==> src/tdp_pkg.sv <==
// tdp_pkg: shared types and constants for the trial-division prime test.
// Used by tdp_divider and trial_division_prime_test_core; no dependencies.
`timescale 1ns / 1ps

package tdp_pkg;

    // Default width of the tested number
    localparam int TDP_NUM_WIDTH = 32;

    // Trial divisor constants
    localparam int TDP_FIRST_DIV  = 2;
    localparam int TDP_SECOND_DIV = 3;
    localparam int TDP_FIRST_LO   = 5;
    localparam int TDP_STEP_HI    = 2;   // i -> i+2
    localparam int TDP_STEP_LO    = 4;   // i+2 -> i+6
    localparam int TDP_MIN_PRIME  = 2;
    localparam int TDP_MIN_TRIAL  = 4;   // below this no division is needed

    // Status of the shared divider
    typedef struct packed {
        logic busy;
        logic done;
    } div_stat_t;

endpackage

==> src/tdp_divider.sv <==
// tdp_divider: iterative restoring divider, one quotient bit per cycle.
// Depends on tdp_pkg (div_stat_t).
`timescale 1ns / 1ps

module tdp_divider
    import tdp_pkg::*;
#(
    parameter int NUM_WIDTH = TDP_NUM_WIDTH
)
(
    input  logic                 clk,
    input  logic                 rst_n,
    input  logic                 start,
    input  logic [NUM_WIDTH-1:0] dividend,
    input  logic [NUM_WIDTH-1:0] divisor,
    output div_stat_t            stat,
    output logic [NUM_WIDTH-1:0] quotient,
    output logic [NUM_WIDTH-1:0] remainder
);

    localparam int CNT_W = $clog2(NUM_WIDTH);

    logic                 busy_reg, busy_next;
    logic                 done_reg, done_next;
    logic [CNT_W-1:0]     cnt_reg, cnt_next;
    logic [NUM_WIDTH-1:0] rem_reg, rem_next;
    logic [NUM_WIDTH-1:0] quo_reg, quo_next;
    logic [NUM_WIDTH-1:0] dvs_reg, dvs_next;
    logic [NUM_WIDTH:0]   trial;

    // partial remainder with next dividend bit, minus divisor
    assign trial = {rem_reg, quo_reg[NUM_WIDTH-1]} - {1'b0, dvs_reg};

    always_comb
    begin
        busy_next = busy_reg;
        done_next = 1'b0;
        cnt_next  = cnt_reg;
        rem_next  = rem_reg;
        quo_next  = quo_reg;
        dvs_next  = dvs_reg;
        if (start)
        begin
            busy_next = 1'b1;
            cnt_next  = CNT_W'(NUM_WIDTH - 1);
            rem_next  = '0;
            quo_next  = dividend;
            dvs_next  = divisor;
        end
        else if (busy_reg)
        begin
            if (trial[NUM_WIDTH])
            begin
                rem_next = {rem_reg[NUM_WIDTH-2:0], quo_reg[NUM_WIDTH-1]};
                quo_next = {quo_reg[NUM_WIDTH-2:0], 1'b0};
            end
            else
            begin
                rem_next = trial[NUM_WIDTH-1:0];
                quo_next = {quo_reg[NUM_WIDTH-2:0], 1'b1};
            end
            cnt_next = cnt_reg - 1'b1;
            if (cnt_reg == '0)
            begin
                busy_next = 1'b0;
                done_next = 1'b1;
            end
        end
    end

    always_ff @(posedge clk or negedge rst_n)
    begin
        if (!rst_n)
        begin
            busy_reg <= 1'b0;
            done_reg <= 1'b0;
            cnt_reg  <= '0;
        end
        else
        begin
            busy_reg <= busy_next;
            done_reg <= done_next;
            cnt_reg  <= cnt_next;
        end
    end

    always_ff @(posedge clk)
    begin
        rem_reg <= rem_next;
        quo_reg <= quo_next;
        dvs_reg <= dvs_next;
    end

    assign stat.busy = busy_reg;
    assign stat.done = done_reg;
    assign quotient  = quo_reg;
    assign remainder = rem_reg;

endmodule

==> src/trial_division_prime_test_core.sv <==
// Each accepted item runs k divisions on the shared one-bit-per-cycle divider: none below 4,
// else divisors 2, 3, 5, 7, 11, 13, ... up to about 2 + sqrt(n)/3 of them, stopping at the
// first factor; the verdict then passes through ST_DONE into the out_valid register.
// Throughput: one item at a time; in_ready is high only while idle, so the next item is
// taken only after the last has left ST_DONE, later while a result waits.
// Reset: rst_n asynchronous, active low; clears sequencer and output valid. Uses tdp_pkg.
`timescale 1ns / 1ps

module trial_division_prime_test_core
    import tdp_pkg::*;
#(
    parameter int NUM_WIDTH = TDP_NUM_WIDTH
)
(
    input  logic                 clk,
    input  logic                 rst_n,
    input  logic                 in_valid,
    output logic                 in_ready,
    input  logic [NUM_WIDTH-1:0] candidate,
    output logic                 out_valid,
    input  logic                 out_ready,
    output logic                 prime_flag
);

    typedef enum logic [2:0] {
        ST_IDLE   = 3'b001,
        ST_DIVIDE = 3'b010,
        ST_DONE   = 3'b100
    } state_t;

    // which trial divisor is in the divider
    typedef enum logic [1:0] {
        K_TWO,
        K_THREE,
        K_LO,
        K_HI
    } kind_t;

    state_t               state_reg, state_next;
    kind_t                kind_reg, kind_next;
    logic [NUM_WIDTH-1:0] n_reg, n_next;
    logic [NUM_WIDTH-1:0] d_reg, d_next;
    logic                 res_reg, res_next;
    logic                 ov_reg, ov_next;
    logic                 flag_reg, flag_next;
    logic                 div_start;
    div_stat_t            div_stat;
    logic [NUM_WIDTH-1:0] div_quo;
    logic [NUM_WIDTH-1:0] div_rem;
    logic                 rem_zero;

    tdp_divider #(
        .NUM_WIDTH (NUM_WIDTH)
    ) u_div (
        .clk       (clk),
        .rst_n     (rst_n),
        .start     (div_start),
        .dividend  (n_next),
        .divisor   (d_next),
        .stat      (div_stat),
        .quotient  (div_quo),
        .remainder (div_rem)
    );

    assign rem_zero = (div_rem == '0);
    assign in_ready = (state_reg == ST_IDLE);

    always_comb
    begin
        state_next = state_reg;
        kind_next  = kind_reg;
        n_next     = n_reg;
        d_next     = d_reg;
        res_next   = res_reg;
        div_start  = 1'b0;
        unique case (state_reg)
            ST_IDLE:
            begin
                if (in_valid)
                begin
                    n_next = candidate;
                    if (candidate < NUM_WIDTH'(TDP_MIN_PRIME))
                    begin
                        res_next   = 1'b0;
                        state_next = ST_DONE;
                    end
                    else if (candidate < NUM_WIDTH'(TDP_MIN_TRIAL))
                    begin
                        res_next   = 1'b1;
                        state_next = ST_DONE;
                    end
                    else
                    begin
                        d_next     = NUM_WIDTH'(TDP_FIRST_DIV);
                        kind_next  = K_TWO;
                        div_start  = 1'b1;
                        state_next = ST_DIVIDE;
                    end
                end
            end
            ST_DIVIDE:
            begin
                if (div_stat.done)
                begin
                    // default: a zero remainder ends the test as composite
                    res_next   = 1'b0;
                    state_next = ST_DONE;
                    case (kind_reg)
                        K_TWO:
                        begin
                            if (!rem_zero)
                            begin
                                d_next     = NUM_WIDTH'(TDP_SECOND_DIV);
                                kind_next  = K_THREE;
                                div_start  = 1'b1;
                                state_next = ST_DIVIDE;
                            end
                        end
                        K_THREE:
                        begin
                            if (!rem_zero)
                            begin
                                d_next     = NUM_WIDTH'(TDP_FIRST_LO);
                                kind_next  = K_LO;
                                div_start  = 1'b1;
                                state_next = ST_DIVIDE;
                            end
                        end
                        K_LO:
                        begin
                            // i > n/i: no divisor left below the square root
                            if (d_reg > div_quo)
                                res_next = 1'b1;
                            else if (!rem_zero)
                            begin
                                d_next     = d_reg + NUM_WIDTH'(TDP_STEP_HI);
                                kind_next  = K_HI;
                                div_start  = 1'b1;
                                state_next = ST_DIVIDE;
                            end
                        end
                        default:
                        begin
                            if (!rem_zero)
                            begin
                                d_next     = d_reg + NUM_WIDTH'(TDP_STEP_LO);
                                kind_next  = K_LO;
                                div_start  = 1'b1;
                                state_next = ST_DIVIDE;
                            end
                        end
                    endcase
                end
            end
            ST_DONE:
            begin
                if (!ov_reg || out_ready)
                    state_next = ST_IDLE;
            end
            default:
            begin
                state_next = ST_IDLE;
            end
        endcase
    end

    // output register: loaded from DONE once the slot is free
    always_comb
    begin
        ov_next   = ov_reg;
        flag_next = flag_reg;
        if (ov_reg && out_ready)
            ov_next = 1'b0;
        if (state_reg == ST_DONE && (!ov_reg || out_ready))
        begin
            ov_next   = 1'b1;
            flag_next = res_reg;
        end
    end

    always_ff @(posedge clk or negedge rst_n)
    begin
        if (!rst_n)
        begin
            state_reg <= ST_IDLE;
            kind_reg  <= K_TWO;
            ov_reg    <= 1'b0;
        end
        else
        begin
            state_reg <= state_next;
            kind_reg  <= kind_next;
            ov_reg    <= ov_next;
        end
    end

    always_ff @(posedge clk)
    begin
        n_reg    <= n_next;
        d_reg    <= d_next;
        res_reg  <= res_next;
        flag_reg <= flag_next;
    end

    assign out_valid  = ov_reg;
    assign prime_flag = flag_reg;

endmodule

==> config.mk <==
export PLATFORM = sky130hd
export DESIGN_NAME = trial_division_prime_test_core
export DESIGN_NICKNAME = d
export VERILOG_FILES = /design/src/tdp_pkg.sv /design/src/tdp_divider.sv /design/src/trial_division_prime_test_core.sv
export SDC_FILE = /design/constraint.sdc
export NUM_CORES = 1
export LEC_CHECK = 0
export ABC_AREA = 1
export CAP_MARGIN = 40
export CORE_UTILIZATION = 45
export DETAILED_ROUTE_END_ITERATION = 10
export DONT_BUFFER_PORTS = 1
export GPL_ROUTABILITY_DRIVEN = 0
export HOLD_SLACK_MARGIN = 0.06
export SKIP_CTS_REPAIR_TIMING = 1
export SLEW_MARGIN = 15
export SYNTH_ARGS = -nofsm -noshare
export SYNTH_HDL_FRONTEND = slang
export SYNTH_SLANG_ARGS = --single-unit
==> constraint.sdc <==
create_clock -name clk -period 3.1 [get_ports clk]
set_clock_uncertainty 0.1 [all_clocks]
set_input_delay 0.62 -clock clk [delete_from_list [all_inputs] [get_ports clk]]
set_output_delay 0.62 -clock clk [all_outputs]
set_load 0.02 [all_outputs]
==> flow_summary.json <==
{
  "status": "finished, final reports clean",
  "synth_area_per_cell_sq_um": 6.55,
  "ys.flop_type": "dfxtp_1",
  "syn_to_final_growth_pct": 9.54,
  "clkTransAtPathRegs_ps": 70,
  "ios": 39,
  "rows": 60,
  "fmax_mhz": 340,
  "path_buf_inv": 4,
  "pwr-share-clk_pct": 17.6,
  "synthArstFlopShare_pct": 7.43,
  "synth-edff-count": 66,
  "seq_area_frac_synth_pct": 33.8,
  "syn_inst": 1912,
  "routed_via_density": 5.32,
  "overflow": 0,
  "fin_hold_ws_ps": 207,
  "cts_made_buffers": 17,
  "grt_pass1_wl_mm": 60.6,
  "clock_path_buffers": 2,
  "postPlaceCellArea_sq_um": 13100,
  "grt_usage_pct": 27.3,
  "cts_tree": "yes",
  "core_sq_um": 27100,
  "io_buffers": 0,
  "ys_top_cells_by_count": "643 x nand2_1, 244 x inv_1, 167 x nor2_1",
  "drt_iter0_drc": 881,
  "netlist.area_leader.share_pct": 19.3,
  "synth.area.top_cells": "nand2_1 19%, edfxtp_1 16%, dfxtp_1 15%, inv_1 7.3%, ha_1 7.2%",
  "tns_ps": 0,
  "ys_seq_elements": 175,
  "worstPathRequired_ps": 3130,
  "ys_types": 45,
  "tightest_slew_ps": 863,
  "cp_slowest_stage_delay_ps": 360,
  "timing_hold_violations_final": 0,
  "drc_errors": 0,
  "cts-root-buf": "clkbuf_16",
  "wl_per_cell_microns": 16.5,
  "clock_latency_ps": 440,
  "seqPwrFrac_pct": 29.5,
  "dieArea_sq_um": 28500,
  "netSwitchingFraction_pct": 45.6,
  "final-seq-area_sq_um": 4230,
  "multi_input_area_sq_um": 7010,
  "num_antenna_cells": 0,
  "start_kind": "flop",
  "powerDensity_nw_per_um2": 913,
  "die_h_microns": 169,
  "hold_path_class": "primary input to flop",
  "antenna_left": 0,
  "nets": 2033,
  "first_pass_iters": 5,
  "crit_family": "simple AND/OR/NAND/NOR gates",
  "synth_area_leader_cell": "nand2_1",
  "p_int_mw": 6.82,
  "syn-cell-area_sq_um": 12500,
  "power_mw": 12.5,
  "critPathKind": "flop to flop",
  "vias": 12300,
  "drive_above_1_share_pct": 6.71,
  "final_cell_area_sq_um": 13700,
  "crit_chain": "inv_1 > ha_1 > a21oi_1 > o21a_1 > nand2_1 > a21oi_1 > nand2_2 > nand2_4 > inv_4 > nand2_2 > nand3_2 > nand2_4 > inv_2 > nand2_1 > buf_12",
  "end_kind": "flop",
  "crit_slowest_cell": "edfxtp_1",
  "start_util_pct": 46.2,
  "arrival_ps": 2970,
  "cp_max_fo": 32,
  "comb_power_share_pct": 52.9,
  "cap_violations": 0,
  "antenna_found_initial": 0,
  "totalWireLength_mm": 38.2,
  "final_min_period_over_clock_period_pct": 94.8,
  "grt_start_max_net_pins": 66,
  "max_slew_margin_pct": 42.0,
  "yosys_warnings": 0,
  "layout_min_cycle_time_ps": 2940,
  "die_x_microns": 169,
  "finalSetupViolCount": 0,
  "p_leak_nw": 6.51,
  "synth_nets": 2021,
  "dp.final_hpwl_mm": 29.0,
  "final.fill_count": 2776,
  "grt_pass1_vias": 11600,
  "maxSlewViolCount": 0,
  "htree_levels": 4,
  "rsz0062_at_grt": "false",
  "synth.most_common_cell": "nand2_1",
  "clock-sinks": 175,
  "p_sw_mw": 5.72,
  "ir_drop_uv": 525
}
==> per-layer routing <==
layer  share of wire (%)  vias up  track usage (%)  routed length (microns)
li1                    -     6172                -                        -
met1                  43     5643             33.7                    16500
met2                  47      384             47.1                    18100
met3                 5.6       96             4.23                     2140
met4                 3.8        0             11.6                     1440
met5                   0        -                0                        0
==> cell type report <==
cell class | count | area share (%)
Multi-Input combinational cell | 1417 | 51.0
Sequential cell | 175 | 30.8
Tap cell | 372 | 3.39
Inverter | 260 | 7.13
Clock inverter | 12 | 0.912
Timing Repair Buffer | 53 | 3.37
Clock buffer | 20 | 3.33
==> logic make-up (layout without fill, tap and decap cells) <==
| logic type | after synthesis | count (layout) | share of synthesized area [%] |
|---|---|---|---|
| and+or+nand+nor | 1046 | 1046 | 34.8 |
| buffers and inverters | 320 | 345 | 10.3 |
| AOI/OAI and AO/OA | 265 | 265 | 11.4 |
| DFF | 175 | 175 | 33.8 |
| adders and majority gates | 73 | 73 | 7.35 |
| xor gates and xnor gates | 33 | 33 | 2.31 |
==> final timing paths <==
| kind | start | endpoint | slack, ps | cells after the start |
|---|---|---|---|---|
| setup / recovery | u_div.quotient[31] | u_div.quotient[12] | 160 | 15 |
| hold / removal | candidate[23] | n_reg[23] | 210 | 2 |
| max in group asynchronous | rst_n | u_div.cnt_reg[4] | 1980 | 1 |
| hold reg to reg | res_reg | prime_flag | 330 | 0 |
| min in group asynchronous | rst_n | u_div.cnt_reg[2] | 520 | 1 |
| setup reg to reg | u_div.quotient[31] | u_div.quotient[12] | 160 | 15 |
==> power by group through the flow <==
stage	registers [mW]	clock network, mW	logic [mW]
final	3.70	2.20	6.64
after global routing	3.79	2.33	7.48
after CTS	3.70	2.24	6.62
after detailed placement	3.74	0	6.58
after global placement	3.73	0	6.52
after floorplan	3.63	0	5.08
==> per-stage QoR <==
step | utilization [%] | setup slack [ps] | instances
final | 50.6 | 162 | 2309
after global routing | 50.6 | 2.48 | 2309
after CTS | 50.4 | 121 | 2304
after detailed placement | 48.3 | 148 | 2272
after global placement | 48.3 | 192 | 2272
after floorplan | - | 194 | 1912
==> cell usage in the layout (no fill, tap or decap), types with 3 or more instances in the layout <==
cell,netlist,layout
a21o_1,3,3
inv_6,0,5
edfxtp_1,66,66
a21oi_2,11,11
a21oi_1,109,109
clkbuf_16,0,17
o21a_1,4,4
ha_1,72,72
o21bai_1,7,7
nor2_1,167,167
nand3b_1,9,9
inv_2,11,11
nand4_1,34,34
buf_4,7,47
nor4_1,5,5
buf_12,0,5
dfrtp_1,12,12
nand2_2,5,5
o21ai_0,58,58
a31oi_1,7,7
xor2_1,17,17
nor3_2,5,5
nand3_1,140,140
nor3_1,25,25
dfxtp_1,96,95
clkinv_1,4,4
nor2_2,4,4
xnor2_1,16,16
o21ai_1,59,59
nand2_1,643,643
inv_1,244,244
Note: power is estimated with default switching activity, not from simulation.
